==> config.mk <==
export PLATFORM = sky130hd
export DESIGN_NAME = ocr_ctrl
export DESIGN_NICKNAME = d
export VERILOG_FILES = /design/src/sv/ocr_pkg.sv /design/src/sv/ocr_ctrl.sv
export SDC_FILE = /design/constraint.sdc
export NUM_CORES = 1
export LEC_CHECK = 0
export BUFFER_PORTS_ARGS = -buffer_cell sky130_fd_sc_hd__buf_4
export CORE_MARGIN = 4
export CORE_UTILIZATION = 65
export DETAILED_ROUTE_END_ITERATION = 10
export HOLD_SLACK_MARGIN = 0.02
export PLACE_DENSITY = 0.84
export SLEW_MARGIN = 20
export SYNTH_ARGS = -nofsm -noshare
export SYNTH_HDL_FRONTEND = slang
export SYNTH_SLANG_ARGS = --single-unit
==> constraint.sdc <==
create_clock -name clk -period 5.85 [get_ports clk]
set_input_delay 0.2925 -clock clk [delete_from_list [all_inputs] [get_ports clk]]
set_output_delay 0.2925 -clock clk [all_outputs]
set_load 0.005 [all_outputs]
==> src/sv/ocr_pkg.sv <==
`timescale 1ns / 1ps

package ocr_pkg;

    localparam int BYTE_W = 8;
    localparam int COL_W  = 7;
    localparam int PAGE_W = 3;

    // Item modes
    typedef enum logic [1:0] {
        MODE_CMD  = 2'd0,
        MODE_DATA = 2'd1,
        MODE_READ = 2'd2
    } mode_t;

    // Result status codes
    typedef enum logic [1:0] {
        STATUS_OK       = 2'd0,
        STATUS_UNKNOWN  = 2'd1,
        STATUS_BAD_MODE = 2'd2
    } status_t;

    // Memory addressing modes
    typedef enum logic [1:0] {
        ADDR_HORIZ = 2'd0,
        ADDR_VERT  = 2'd1,
        ADDR_PAGE  = 2'd2
    } addr_mode_t;

    localparam logic [1:0] ADDR_CODE_INVALID = 2'd3;

    // Command opcodes
    localparam logic [7:0] OP_CONTRAST      = 8'h81;
    localparam logic [7:0] OP_ENTIRE_OFF    = 8'hA4;
    localparam logic [7:0] OP_ENTIRE_ON     = 8'hA5;
    localparam logic [7:0] OP_NORMAL        = 8'hA6;
    localparam logic [7:0] OP_INVERSE       = 8'hA7;
    localparam logic [7:0] OP_SLEEP         = 8'hAE;
    localparam logic [7:0] OP_WAKE          = 8'hAF;
    localparam logic [7:0] OP_ADDR_MODE     = 8'h20;
    localparam logic [7:0] OP_COL_WINDOW    = 8'h21;
    localparam logic [7:0] OP_PAGE_WINDOW   = 8'h22;
    localparam logic [7:0] OP_SCROLL_R      = 8'h26;
    localparam logic [7:0] OP_SCROLL_L      = 8'h27;
    localparam logic [7:0] OP_SCROLL_VR     = 8'h29;
    localparam logic [7:0] OP_SCROLL_VL     = 8'h2A;
    localparam logic [7:0] OP_SCROLL_OFF    = 8'h2E;
    localparam logic [7:0] OP_SCROLL_ON     = 8'h2F;
    localparam logic [7:0] OP_VSCROLL_AREA  = 8'hA3;
    localparam logic [7:0] OP_SEG_REMAP0    = 8'hA0;
    localparam logic [7:0] OP_SEG_REMAP1    = 8'hA1;
    localparam logic [7:0] OP_MUX_RATIO     = 8'hA8;
    localparam logic [7:0] OP_COM_NORMAL    = 8'hC0;
    localparam logic [7:0] OP_COM_REMAP     = 8'hC8;
    localparam logic [7:0] OP_DISP_OFFSET   = 8'hD3;
    localparam logic [7:0] OP_CLK_DIV       = 8'hD5;
    localparam logic [7:0] OP_PRECHARGE     = 8'hD9;
    localparam logic [7:0] OP_COM_PINS      = 8'hDA;
    localparam logic [7:0] OP_VCOMH         = 8'hDB;
    localparam logic [7:0] OP_NOP           = 8'hE3;
    localparam logic [7:0] OP_COL_LO_FIRST  = 8'h00;
    localparam logic [7:0] OP_COL_LO_LAST   = 8'h0F;
    localparam logic [7:0] OP_COL_HI_FIRST  = 8'h10;
    localparam logic [7:0] OP_COL_HI_LAST   = 8'h1F;
    localparam logic [7:0] OP_LINE_FIRST    = 8'h40;
    localparam logic [7:0] OP_LINE_LAST     = 8'h7F;
    localparam logic [7:0] OP_PAGE_FIRST    = 8'hB0;
    localparam logic [7:0] OP_PAGE_LAST     = 8'hB7;

    // Display RAM write request
    typedef struct packed {
        logic                en;
        logic [COL_W-1:0]    column;
        logic [PAGE_W-1:0]   page;
        logic [BYTE_W-1:0]   data;
    } ram_wr_t;

    // Per-item result of the controller, plus display flags for reads
    typedef struct packed {
        status_t             status;
        logic [BYTE_W-1:0]   contrast;
        logic                sleep;
        logic                force_on;
        logic                invert;
    } ctrl_res_t;

endpackage

==> src/sv/ocr_ctrl.sv <==
`timescale 1ns / 1ps

module ocr_ctrl #(
    parameter int COLUMNS = 128,
    parameter int PAGES   = 8
) (
    input  logic                              clk,
    input  logic                              rst_n,
    input  logic                              accept,
    input  logic [1:0]                        mode,
    input  logic [ocr_pkg::BYTE_W-1:0]        byte_in,
    output ocr_pkg::ram_wr_t                  wr,
    output ocr_pkg::ctrl_res_t                res
);

    localparam logic [ocr_pkg::COL_W-1:0]  COL_MAX  = ocr_pkg::COL_W'(COLUMNS - 1);
    localparam logic [ocr_pkg::PAGE_W-1:0] PAGE_MAX = ocr_pkg::PAGE_W'(PAGES - 1);

    logic [ocr_pkg::COL_W-1:0]  cur_column_reg, cur_column_next;
    logic [ocr_pkg::PAGE_W-1:0] cur_page_reg, cur_page_next;
    logic [ocr_pkg::COL_W-1:0]  wcs_reg, wcs_next;
    logic [ocr_pkg::COL_W-1:0]  wce_reg, wce_next;
    logic [ocr_pkg::PAGE_W-1:0] wps_reg, wps_next;
    logic [ocr_pkg::PAGE_W-1:0] wpe_reg, wpe_next;
    logic [ocr_pkg::COL_W-1:0]  pmcs_reg, pmcs_next;
    ocr_pkg::addr_mode_t        addr_mode_reg, addr_mode_next;
    logic [7:0]                 contrast_reg, contrast_next;
    logic                       sleep_reg, sleep_next;
    logic                       force_on_reg, force_on_next;
    logic                       invert_reg, invert_next;
    logic                       pending_valid_reg, pending_valid_next;
    logic [7:0]                 pending_opcode_reg, pending_opcode_next;
    logic [2:0]                 param_count_reg, param_count_next;
    logic [7:0]                 first_param_reg, first_param_next;

    ocr_pkg::status_t           status_next;
    logic                       run_en;
    logic [7:0]                 run_op;
    logic [7:0]                 run_p1;
    logic [7:0]                 run_plast;
    logic [2:0]                 cnt;
    logic [ocr_pkg::COL_W:0]    col_inc;
    logic [ocr_pkg::PAGE_W:0]   page_inc;
    logic                       in_range;

    function automatic logic [2:0] extra_bytes(input logic [7:0] op);
        case (op) inside
            ocr_pkg::OP_SCROLL_R, ocr_pkg::OP_SCROLL_L:      extra_bytes = 3'd6;
            ocr_pkg::OP_SCROLL_VR, ocr_pkg::OP_SCROLL_VL:    extra_bytes = 3'd5;
            ocr_pkg::OP_VSCROLL_AREA, ocr_pkg::OP_COL_WINDOW,
            ocr_pkg::OP_PAGE_WINDOW:                         extra_bytes = 3'd2;
            ocr_pkg::OP_CONTRAST, ocr_pkg::OP_ADDR_MODE, ocr_pkg::OP_MUX_RATIO,
            ocr_pkg::OP_DISP_OFFSET, ocr_pkg::OP_CLK_DIV, ocr_pkg::OP_PRECHARGE,
            ocr_pkg::OP_COM_PINS, ocr_pkg::OP_VCOMH:         extra_bytes = 3'd1;
            default:                                         extra_bytes = 3'd0;
        endcase
    endfunction

    function automatic logic [ocr_pkg::COL_W-1:0] sat_col(input logic [ocr_pkg::COL_W-1:0] c);
        sat_col = (c > COL_MAX) ? COL_MAX : c;
    endfunction

    function automatic logic [ocr_pkg::PAGE_W-1:0] sat_page(
        input logic [ocr_pkg::PAGE_W-1:0] p
    );
        sat_page = (p > PAGE_MAX) ? PAGE_MAX : p;
    endfunction

    assign col_inc  = {1'b0, cur_column_reg} + 1'b1;
    assign page_inc = {1'b0, cur_page_reg} + 1'b1;
    assign in_range = ({1'b0, cur_column_reg} < (ocr_pkg::COL_W + 1)'(COLUMNS))
                   && ({1'b0, cur_page_reg} < (ocr_pkg::PAGE_W + 1)'(PAGES));

    always_comb
    begin
        cur_column_next     = cur_column_reg;
        cur_page_next       = cur_page_reg;
        wcs_next            = wcs_reg;
        wce_next            = wce_reg;
        wps_next            = wps_reg;
        wpe_next            = wpe_reg;
        pmcs_next           = pmcs_reg;
        addr_mode_next      = addr_mode_reg;
        contrast_next       = contrast_reg;
        sleep_next          = sleep_reg;
        force_on_next       = force_on_reg;
        invert_next         = invert_reg;
        pending_valid_next  = pending_valid_reg;
        pending_opcode_next = pending_opcode_reg;
        param_count_next    = param_count_reg;
        first_param_next    = first_param_reg;
        status_next         = ocr_pkg::STATUS_OK;
        run_en              = 1'b0;
        run_op              = byte_in;
        run_p1              = '0;
        run_plast           = '0;
        cnt                 = param_count_reg + 1'b1;

        if (accept)
        begin
            case (mode)
                ocr_pkg::MODE_CMD:
                begin
                    if (!pending_valid_reg)
                    begin
                        pending_opcode_next = byte_in;
                        param_count_next    = '0;
                        if (extra_bytes(byte_in) == 3'd0)
                        begin
                            run_en = 1'b1;
                        end
                        else
                        begin
                            pending_valid_next = 1'b1;
                        end
                    end
                    else
                    begin
                        param_count_next = cnt;
                        if (cnt == 3'd1)
                        begin
                            first_param_next = byte_in;
                        end
                        if (cnt >= extra_bytes(pending_opcode_reg))
                        begin
                            run_en             = 1'b1;
                            run_op             = pending_opcode_reg;
                            run_p1             = first_param_reg;
                            run_plast          = byte_in;
                            pending_valid_next = 1'b0;
                            param_count_next   = '0;
                        end
                    end
                end
                ocr_pkg::MODE_DATA:
                begin
                    case (addr_mode_reg)
                        ocr_pkg::ADDR_PAGE:
                        begin
                            if (col_inc > {1'b0, COL_MAX})
                                cur_column_next = sat_col(pmcs_reg);
                            else
                                cur_column_next = col_inc[ocr_pkg::COL_W-1:0];
                        end
                        ocr_pkg::ADDR_HORIZ:
                        begin
                            if (col_inc > {1'b0, wce_reg})
                            begin
                                cur_column_next = wcs_reg;
                                if (page_inc > {1'b0, wpe_reg})
                                    cur_page_next = wps_reg;
                                else
                                    cur_page_next = page_inc[ocr_pkg::PAGE_W-1:0];
                            end
                            else
                            begin
                                cur_column_next = col_inc[ocr_pkg::COL_W-1:0];
                            end
                        end
                        ocr_pkg::ADDR_VERT:
                        begin
                            if (page_inc > {1'b0, wpe_reg})
                            begin
                                cur_page_next = wps_reg;
                                if (col_inc > {1'b0, wce_reg})
                                    cur_column_next = wcs_reg;
                                else
                                    cur_column_next = col_inc[ocr_pkg::COL_W-1:0];
                            end
                            else
                            begin
                                cur_page_next = page_inc[ocr_pkg::PAGE_W-1:0];
                            end
                        end
                        default:
                        begin
                        end
                    endcase
                end
                default:
                begin
                end
            endcase
        end

        // carry out a complete command
        if (run_en)
        begin
            case (run_op) inside
                ocr_pkg::OP_CONTRAST:
                    contrast_next = run_plast;
                ocr_pkg::OP_ENTIRE_OFF, ocr_pkg::OP_ENTIRE_ON:
                    force_on_next = run_op[0];
                ocr_pkg::OP_NORMAL, ocr_pkg::OP_INVERSE:
                    invert_next = run_op[0];
                ocr_pkg::OP_SLEEP, ocr_pkg::OP_WAKE:
                    sleep_next = !run_op[0];
                ocr_pkg::OP_ADDR_MODE:
                begin
                    if (run_plast[1:0] == ocr_pkg::ADDR_CODE_INVALID)
                        status_next = ocr_pkg::STATUS_BAD_MODE;
                    else
                        addr_mode_next = ocr_pkg::addr_mode_t'(run_plast[1:0]);
                end
                ocr_pkg::OP_COL_WINDOW:
                begin
                    wcs_next        = sat_col(run_p1[ocr_pkg::COL_W-1:0]);
                    wce_next        = sat_col(run_plast[ocr_pkg::COL_W-1:0]);
                    cur_column_next = sat_col(run_p1[ocr_pkg::COL_W-1:0]);
                end
                ocr_pkg::OP_PAGE_WINDOW:
                begin
                    wps_next      = sat_page(run_p1[ocr_pkg::PAGE_W-1:0]);
                    wpe_next      = sat_page(run_plast[ocr_pkg::PAGE_W-1:0]);
                    cur_page_next = sat_page(run_p1[ocr_pkg::PAGE_W-1:0]);
                end
                ocr_pkg::OP_SCROLL_R, ocr_pkg::OP_SCROLL_L, ocr_pkg::OP_SCROLL_VR,
                ocr_pkg::OP_SCROLL_VL, ocr_pkg::OP_SCROLL_OFF, ocr_pkg::OP_SCROLL_ON,
                ocr_pkg::OP_VSCROLL_AREA, ocr_pkg::OP_SEG_REMAP0, ocr_pkg::OP_SEG_REMAP1,
                ocr_pkg::OP_MUX_RATIO, ocr_pkg::OP_COM_NORMAL, ocr_pkg::OP_COM_REMAP,
                ocr_pkg::OP_DISP_OFFSET, ocr_pkg::OP_CLK_DIV, ocr_pkg::OP_PRECHARGE,
                ocr_pkg::OP_COM_PINS, ocr_pkg::OP_VCOMH, ocr_pkg::OP_NOP,
                [ocr_pkg::OP_LINE_FIRST:ocr_pkg::OP_LINE_LAST]:
                begin
                end
                [ocr_pkg::OP_COL_LO_FIRST:ocr_pkg::OP_COL_LO_LAST]:
                begin
                    pmcs_next       = {pmcs_reg[6:4], run_op[3:0]};
                    cur_column_next = sat_col(pmcs_next);
                end
                [ocr_pkg::OP_COL_HI_FIRST:ocr_pkg::OP_COL_HI_LAST]:
                begin
                    pmcs_next       = {run_op[2:0], pmcs_reg[3:0]};
                    cur_column_next = sat_col(pmcs_next);
                end
                [ocr_pkg::OP_PAGE_FIRST:ocr_pkg::OP_PAGE_LAST]:
                    cur_page_next = sat_page(run_op[ocr_pkg::PAGE_W-1:0]);
                default:
                    status_next = ocr_pkg::STATUS_UNKNOWN;
            endcase
        end
    end

    always_ff @(posedge clk or negedge rst_n)
    begin
        if (!rst_n)
        begin
            cur_column_reg     <= '0;
            cur_page_reg       <= '0;
            wcs_reg            <= '0;
            wce_reg            <= COL_MAX;
            wps_reg            <= '0;
            wpe_reg            <= PAGE_MAX;
            pmcs_reg           <= '0;
            addr_mode_reg      <= ocr_pkg::ADDR_PAGE;
            contrast_reg       <= 8'h7F;
            sleep_reg          <= 1'b0;
            force_on_reg       <= 1'b0;
            invert_reg         <= 1'b0;
            pending_valid_reg  <= 1'b0;
            pending_opcode_reg <= '0;
            param_count_reg    <= '0;
            first_param_reg    <= '0;
        end
        else
        begin
            cur_column_reg     <= cur_column_next;
            cur_page_reg       <= cur_page_next;
            wcs_reg            <= wcs_next;
            wce_reg            <= wce_next;
            wps_reg            <= wps_next;
            wpe_reg            <= wpe_next;
            pmcs_reg           <= pmcs_next;
            addr_mode_reg      <= addr_mode_next;
            contrast_reg       <= contrast_next;
            sleep_reg          <= sleep_next;
            force_on_reg       <= force_on_next;
            invert_reg         <= invert_next;
            pending_valid_reg  <= pending_valid_next;
            pending_opcode_reg <= pending_opcode_next;
            param_count_reg    <= param_count_next;
            first_param_reg    <= first_param_next;
        end
    end

    assign wr.en     = accept && (mode == ocr_pkg::MODE_DATA) && in_range;
    assign wr.column = cur_column_reg;
    assign wr.page   = cur_page_reg;
    assign wr.data   = byte_in;

    assign res.status   = status_next;
    assign res.contrast = contrast_next;
    assign res.sleep    = sleep_reg;
    assign res.force_on = force_on_reg;
    assign res.invert   = invert_reg;

endmodule

Word level (Yosys, flattened, before mapping)

Cells that the tools add are included.

Register bits after elaboration: 69
Input port bits: 13
Output and inout port bits: 32
Logic and storage cells: 240

Order comparisons: 20
Bitwise operators: 11
Add/sub/neg operators: 3
Equality and inequality tests: 63
Multiplexer cells: 94
Reduce and logical (&&, ||, !) cells: 32

Operators by type and width:

| cell                                                               | number |
|---|---|
| == test 8 bit (second input constant)                              | 35 |
| == test 8 x 6 -> 1 bit (second input constant)                     | 23 |
| two-way mux 7 bit                                                  | 25 |
| two-way mux 3 bit                                                  | 33 |
| two-way mux 8 bit                                                  | 10 |
| greater-than comparator 7 bit (second input constant)              | 5 |
| one-hot mux 7 bit (3 select lines)                                 | 1 |
| OR reduction 19 bit                                                | 1 |
| two-way mux 1 bit                                                  | 16 |
| OR reduction 8 bit                                                 | 2 |
| two-way mux 2 bit                                                  | 7 |
| AND reduction 7 bit                                                | 2 |
| OR reduction 2 bit                                                 | 7 |
| inverter 1 bit                                                     | 11 |
| AND reduction 11 bit                                               | 1 |
| AND reduction 10 bit                                               | 1 |
| greater-than comparator 3 bit (second input constant)              | 3 |
| adder 7 x 1 -> 8 bit (second input constant)                       | 1 |
| greater-or-equal comparator 8 x 1 -> 1 bit (second input constant) | 1 |
| greater-or-equal comparator 8 x 5 -> 1 bit (second input constant) | 1 |
| greater-or-equal comparator 8 x 7 -> 1 bit (second input constant) | 1 |
| greater-or-equal comparator 8 bit (second input constant)          | 1 |
| greater-than comparator 8 x 7 -> 1 bit                             | 1 |
| greater-than comparator 8 x 7 -> 1 bit (second input constant)     | 1 |
| other kinds (23)                                                   | 33 |

Logic depth before layout (Yosys ltp)

Depth in word-level cells: 28
Mapped depth: 20

Least setup slack after synthesis

No wires, ideal clock.

Path type: register to register
Start: register pending_opcode_reg[5]
End: register cur_column_reg[4] (netlist name)
Buffers on the path: 1
Required time: 5.718 ns
Setup slack: 2.121 ns
Arrival: 3.597 ns
Cell stages (with the launch flop): 16
Cell sequence: dfrtp_1 -> clkbuf_1 -> nor4b_1 -> mux2i_1 -> o211ai_1 -> a21oi_1 -> o22ai_1 -> ha_1 -> nand2b_1 -> a31oi_2 -> nor2_1 -> or4_1 -> o221ai_1 -> or2_1 -> a31oi_1 -> or3b_1

Longest elaborated chain between the ends: 27
Elaborated cells between the ends (all ways): 97
Classes of those cells: order compare (10); eq/ne (43); mux (33); reduce/logical (11)

RTL lines:

| item                                                           | RTL line        | text |
|---|---|---|
| start: declaration                                             | ocr_ctrl.sv:32  | `logic [7:0] pending_opcode_reg, pending_opcode_next;` |
| start signal: assignment                                       | ocr_ctrl.sv:280 | `pending_opcode_reg <= pending_opcode_next;` |
| == test 8 bit / == test 8 x 6 -> 1 bit (equally long branches) | ocr_ctrl.sv:124 | `if (cnt >= extra_bytes(pending_opcode_reg))` |
| OR reduction 8 bit                                             | ocr_ctrl.sv:47  | `case (op) inside` |
| two-way mux 1 bit                                              | ocr_ctrl.sv:47  |  |
| two-way mux 3 bit (3 in series)                                | ocr_ctrl.sv:47  |  |
| two-way mux 3 bit                                              | ocr_ctrl.sv:104 | `if (!pending_valid_reg)` |
| two-way mux 3 bit                                              | ocr_ctrl.sv:101 | `case (mode)` |
| two-way mux 3 bit                                              | ocr_ctrl.sv:99  | `if (accept)` |
| greater-or-equal comparator 3 bit                              | ocr_ctrl.sv:124 |  |
| two-way mux 8 bit                                              | ocr_ctrl.sv:124 |  |
| two-way mux 8 bit                                              | ocr_ctrl.sv:104 |  |
| two-way mux 8 bit                                              | ocr_ctrl.sv:101 |  |
| two-way mux 8 bit                                              | ocr_ctrl.sv:99  |  |
| greater-than comparator 7 bit, or another cell as far along    | ocr_ctrl.sv:60  | `sat_col = (c > COL_MAX) ? COL_MAX : c;` |
| two-way mux 7 bit / logical AND 1 bit (equally long branches)  | --              |  |
| two-way mux 7 bit (10 in series)                               | ocr_ctrl.sv:189 | `case (run_op) inside` |
| two-way mux 7 bit *                                            | ocr_ctrl.sv:187 | `if (run_en)` |
| net cur_column_next, one bit                                   | ocr_ctrl.sv:19  | `logic [ocr_pkg::COL_W-1:0] cur_column_reg, cur_column_next;` |
| end signal: assignment                                         | ocr_ctrl.sv:267 | `cur_column_reg <= cur_column_next;` |
| end: declaration                                               | ocr_ctrl.sv:19  |  |

The timed path passes the listed nets; every way through them passes the cells marked *. The select of a mux whose other input is x is not followed.
A chain may end at the register's enable or synchronous reset.

==> qor.csv <==
metric,value,unit
Critical Path Start,pending_opcode_reg[5],
"top cells by area, synth","dfrtp_1 (26%), dfstp_2 (9.6%), nand2_1 (6.2%)",
multi-input logic area,2860,um^2
final wirelength,12700,um
maximum number of pins on one net before global-route repair,70,
die area,9070,um^2
Max VDD drop,0.000206,V
syn_area_per_cell,8.50,um^2
Inst Count DP,682,
layout cells sized above 1,19.5,%
CTS tree,yes,
final worst clock skew,0.0112,ns
"Reg clk slew, reported paths",0.08,ns
Pleak,2.40,nW
YS warnings,0,
CP required,5.56,ns
Setup Buffers After CTS,0,
Vias,4532,
register area,1750,um^2
via count of the first global-routing pass,4229,
vias per std cell,6.49,
Worst EP arrival,4.58,ns
Port-buffer cells,44,
TritonCTS Buffers,9,
commonest cells in the netlist,"nand2_1 (82), dfrtp_1 (51), o21ai_0 (49)",
row count,31,
status,"complete, no violations",
Syn Inst Count,582,
fill count,583,
DRC violations left,0,
DRT antenna net count,0,
first-pass detailed-route iteration total,5,
Worst-Skew Late Latency,0.36,ns
"Cell Area, Synth",4950,um^2
Final GP Congestion,0.922,
reg-to-reg startpoint,pending_opcode_reg[5],
CP max-delay cell,or2_1,
clock tree buffer depth,2,
Final setup viols,0,
post-synth net total,612,
GRT Util Overall,29.8,%
setup TNS,0,ns
Synth area leader,dfrtp_1,
clk sink count,69,
WL/cell,18.2,um
sequential fraction of the synthesis area,35.4,%
Synth top area share,25.8,%
Die X,95.2,um
Final Cycle Share,83.3,%
core area,7330,um^2
Post-CTS Resized,0,
DR iter-0 viols,359,
"FF+latch count, synth",69,
Reg2Reg Depth,14,
top-count cell post-synth,nand2_1,
Worst Setup Path Type,reg2out,
area grow syn2layout,7.79,%
Starting Density,67.5,%
final cell count without fillers,698,
H-tree levels,3,
min cycle time layout,4.87,ns
Max-Cap Viols,0,
I/O pin count,45,
Worst path max stage delay,0.59,ns
CP Capture Type,output port,
CP startpoint kind,register,
Yosys cell types,79,
placed cell areas,5160,um^2
RSZ-0062 raised after global routing,false,
Die H,95.2,um
gr ovfl total,0,
Pins Over Slew Limit,0,
PwrDens,337,nW/um^2
worst slew pin tran,1.06,ns
HP Class,in2async,
DPL Wire Length,9400,um
async set-reset flop share out of synthesis,100,%
worst-path maximum fanout,19,
Final Cell Area,5330,um^2
Final Net Count,624,
Final Hold Viols,0,
"most used cell, CP",mux2i_1,
initial antenna violation count,0,
Root Driver,clkbuf_8,
Post-Place Worst Slack,1.43,ns
Slew headroom,29.2,%
first-pass GRT wire length,20800,um
Post-synth EDFFs,0,
Main synth FF type,dfrtp_1,
ANT cells,0,
CTS Hold Bufs,0,
Max Clock Freq,0.205,GHz
CP cell instances,"nor4b_1, mux2i_1, o211ai_1, a21oi_1, o22ai_1, ha_1, nand2b_1, a31oi_2, or2_1, mux2i_1, nor2_1, and4b_1, buf_4",
final setup margin,0.976,ns
[cell families after synthesis]
kind of cell,synth area share (%)
xor gates and xnor gates,1.77
adders and majority gates,4.30
DFF,35.4
and+or+nand+nor,25.0
muxes,5.94
buffers and inverters,6.80
AOI/OAI and AO/OA,20.8
[critical path: cells and delay by family, from the launching register on]
kind	cells	cell delay [ns]
AO/OA/AOI/OAI	4	0.86
AND/OR/NAND/NOR	5	1.77
flip-flops	1	0.56
multiplexers	2	0.66
adder cells (fa/ha/maj)	1	0.25
buffers and inverters	1	0.12
[through the flow]
step	hold WS (ns)	power [mW]	utilization (%)
after floorplan	-0.00309	1.24	-
after global placement	0.444	1.40	70.4
after detailed placement	0.455	1.43	70.4
after CTS	0.0684	1.78	72.7
after global routing	0.104	1.91	72.7
final	0.0356	1.80	72.7
[cells in the final DEF (no fill, tap or decap), types with 5 or more instances in the layout]
cell type,n
mux2i_1,8
dfstp_2,18
nor2_1,44
clkbuf_8,9
nand3_1,15
a21oi_1,37
a211oi_1,7
or3_1,6
o21ai_0,49
nor4b_1,5
ha_1,17
dfrtp_1,51
inv_1,23
nor4_1,5
a21o_1,9
nor3_1,7
xor2_1,7
nand2b_1,16
nand4_1,8
o211ai_1,5
nand2_1,82
mux2_2,15
buf_4,45
nor2b_1,8
[cell type report]
class,instances,share of cell area [%]
Multi-Input combinational cell,446,53.6
Sequential cell,69,32.8
Timing Repair Buffer,45,6.34
Clock buffer,9,2.32
Tap cell,99,2.32
Inverter,23,1.62
Clock inverter,7,0.939
[power by group]
group	switching [mW]	internal (mW)
combinational	0.362	0.310
clock	0.195	0.154
sequential	0.185	0.589
total	0.742	1.05
[per-layer routing]
metal	track usage (%)	wire length, um	up-vias
met3	4.50	887	33
met2	48.6	6150	210
met5	0	0	-
li1	-	-	2117
met4	14.1	351	0
met1	38.9	5290	2172
[final timing paths]
path	end	slack, ns
max reg2reg	cur_column_reg[4]	1.31
max in group asynchronous	pmcs_reg[3]	5.25
min reg2reg	wpe_reg[1]	0.47
min in group clk	wce_reg[6]	0.26
min	wps_reg[1]	0.04
max	res[11]	0.98
No activity file was read; power rests on OpenSTA's default activity.
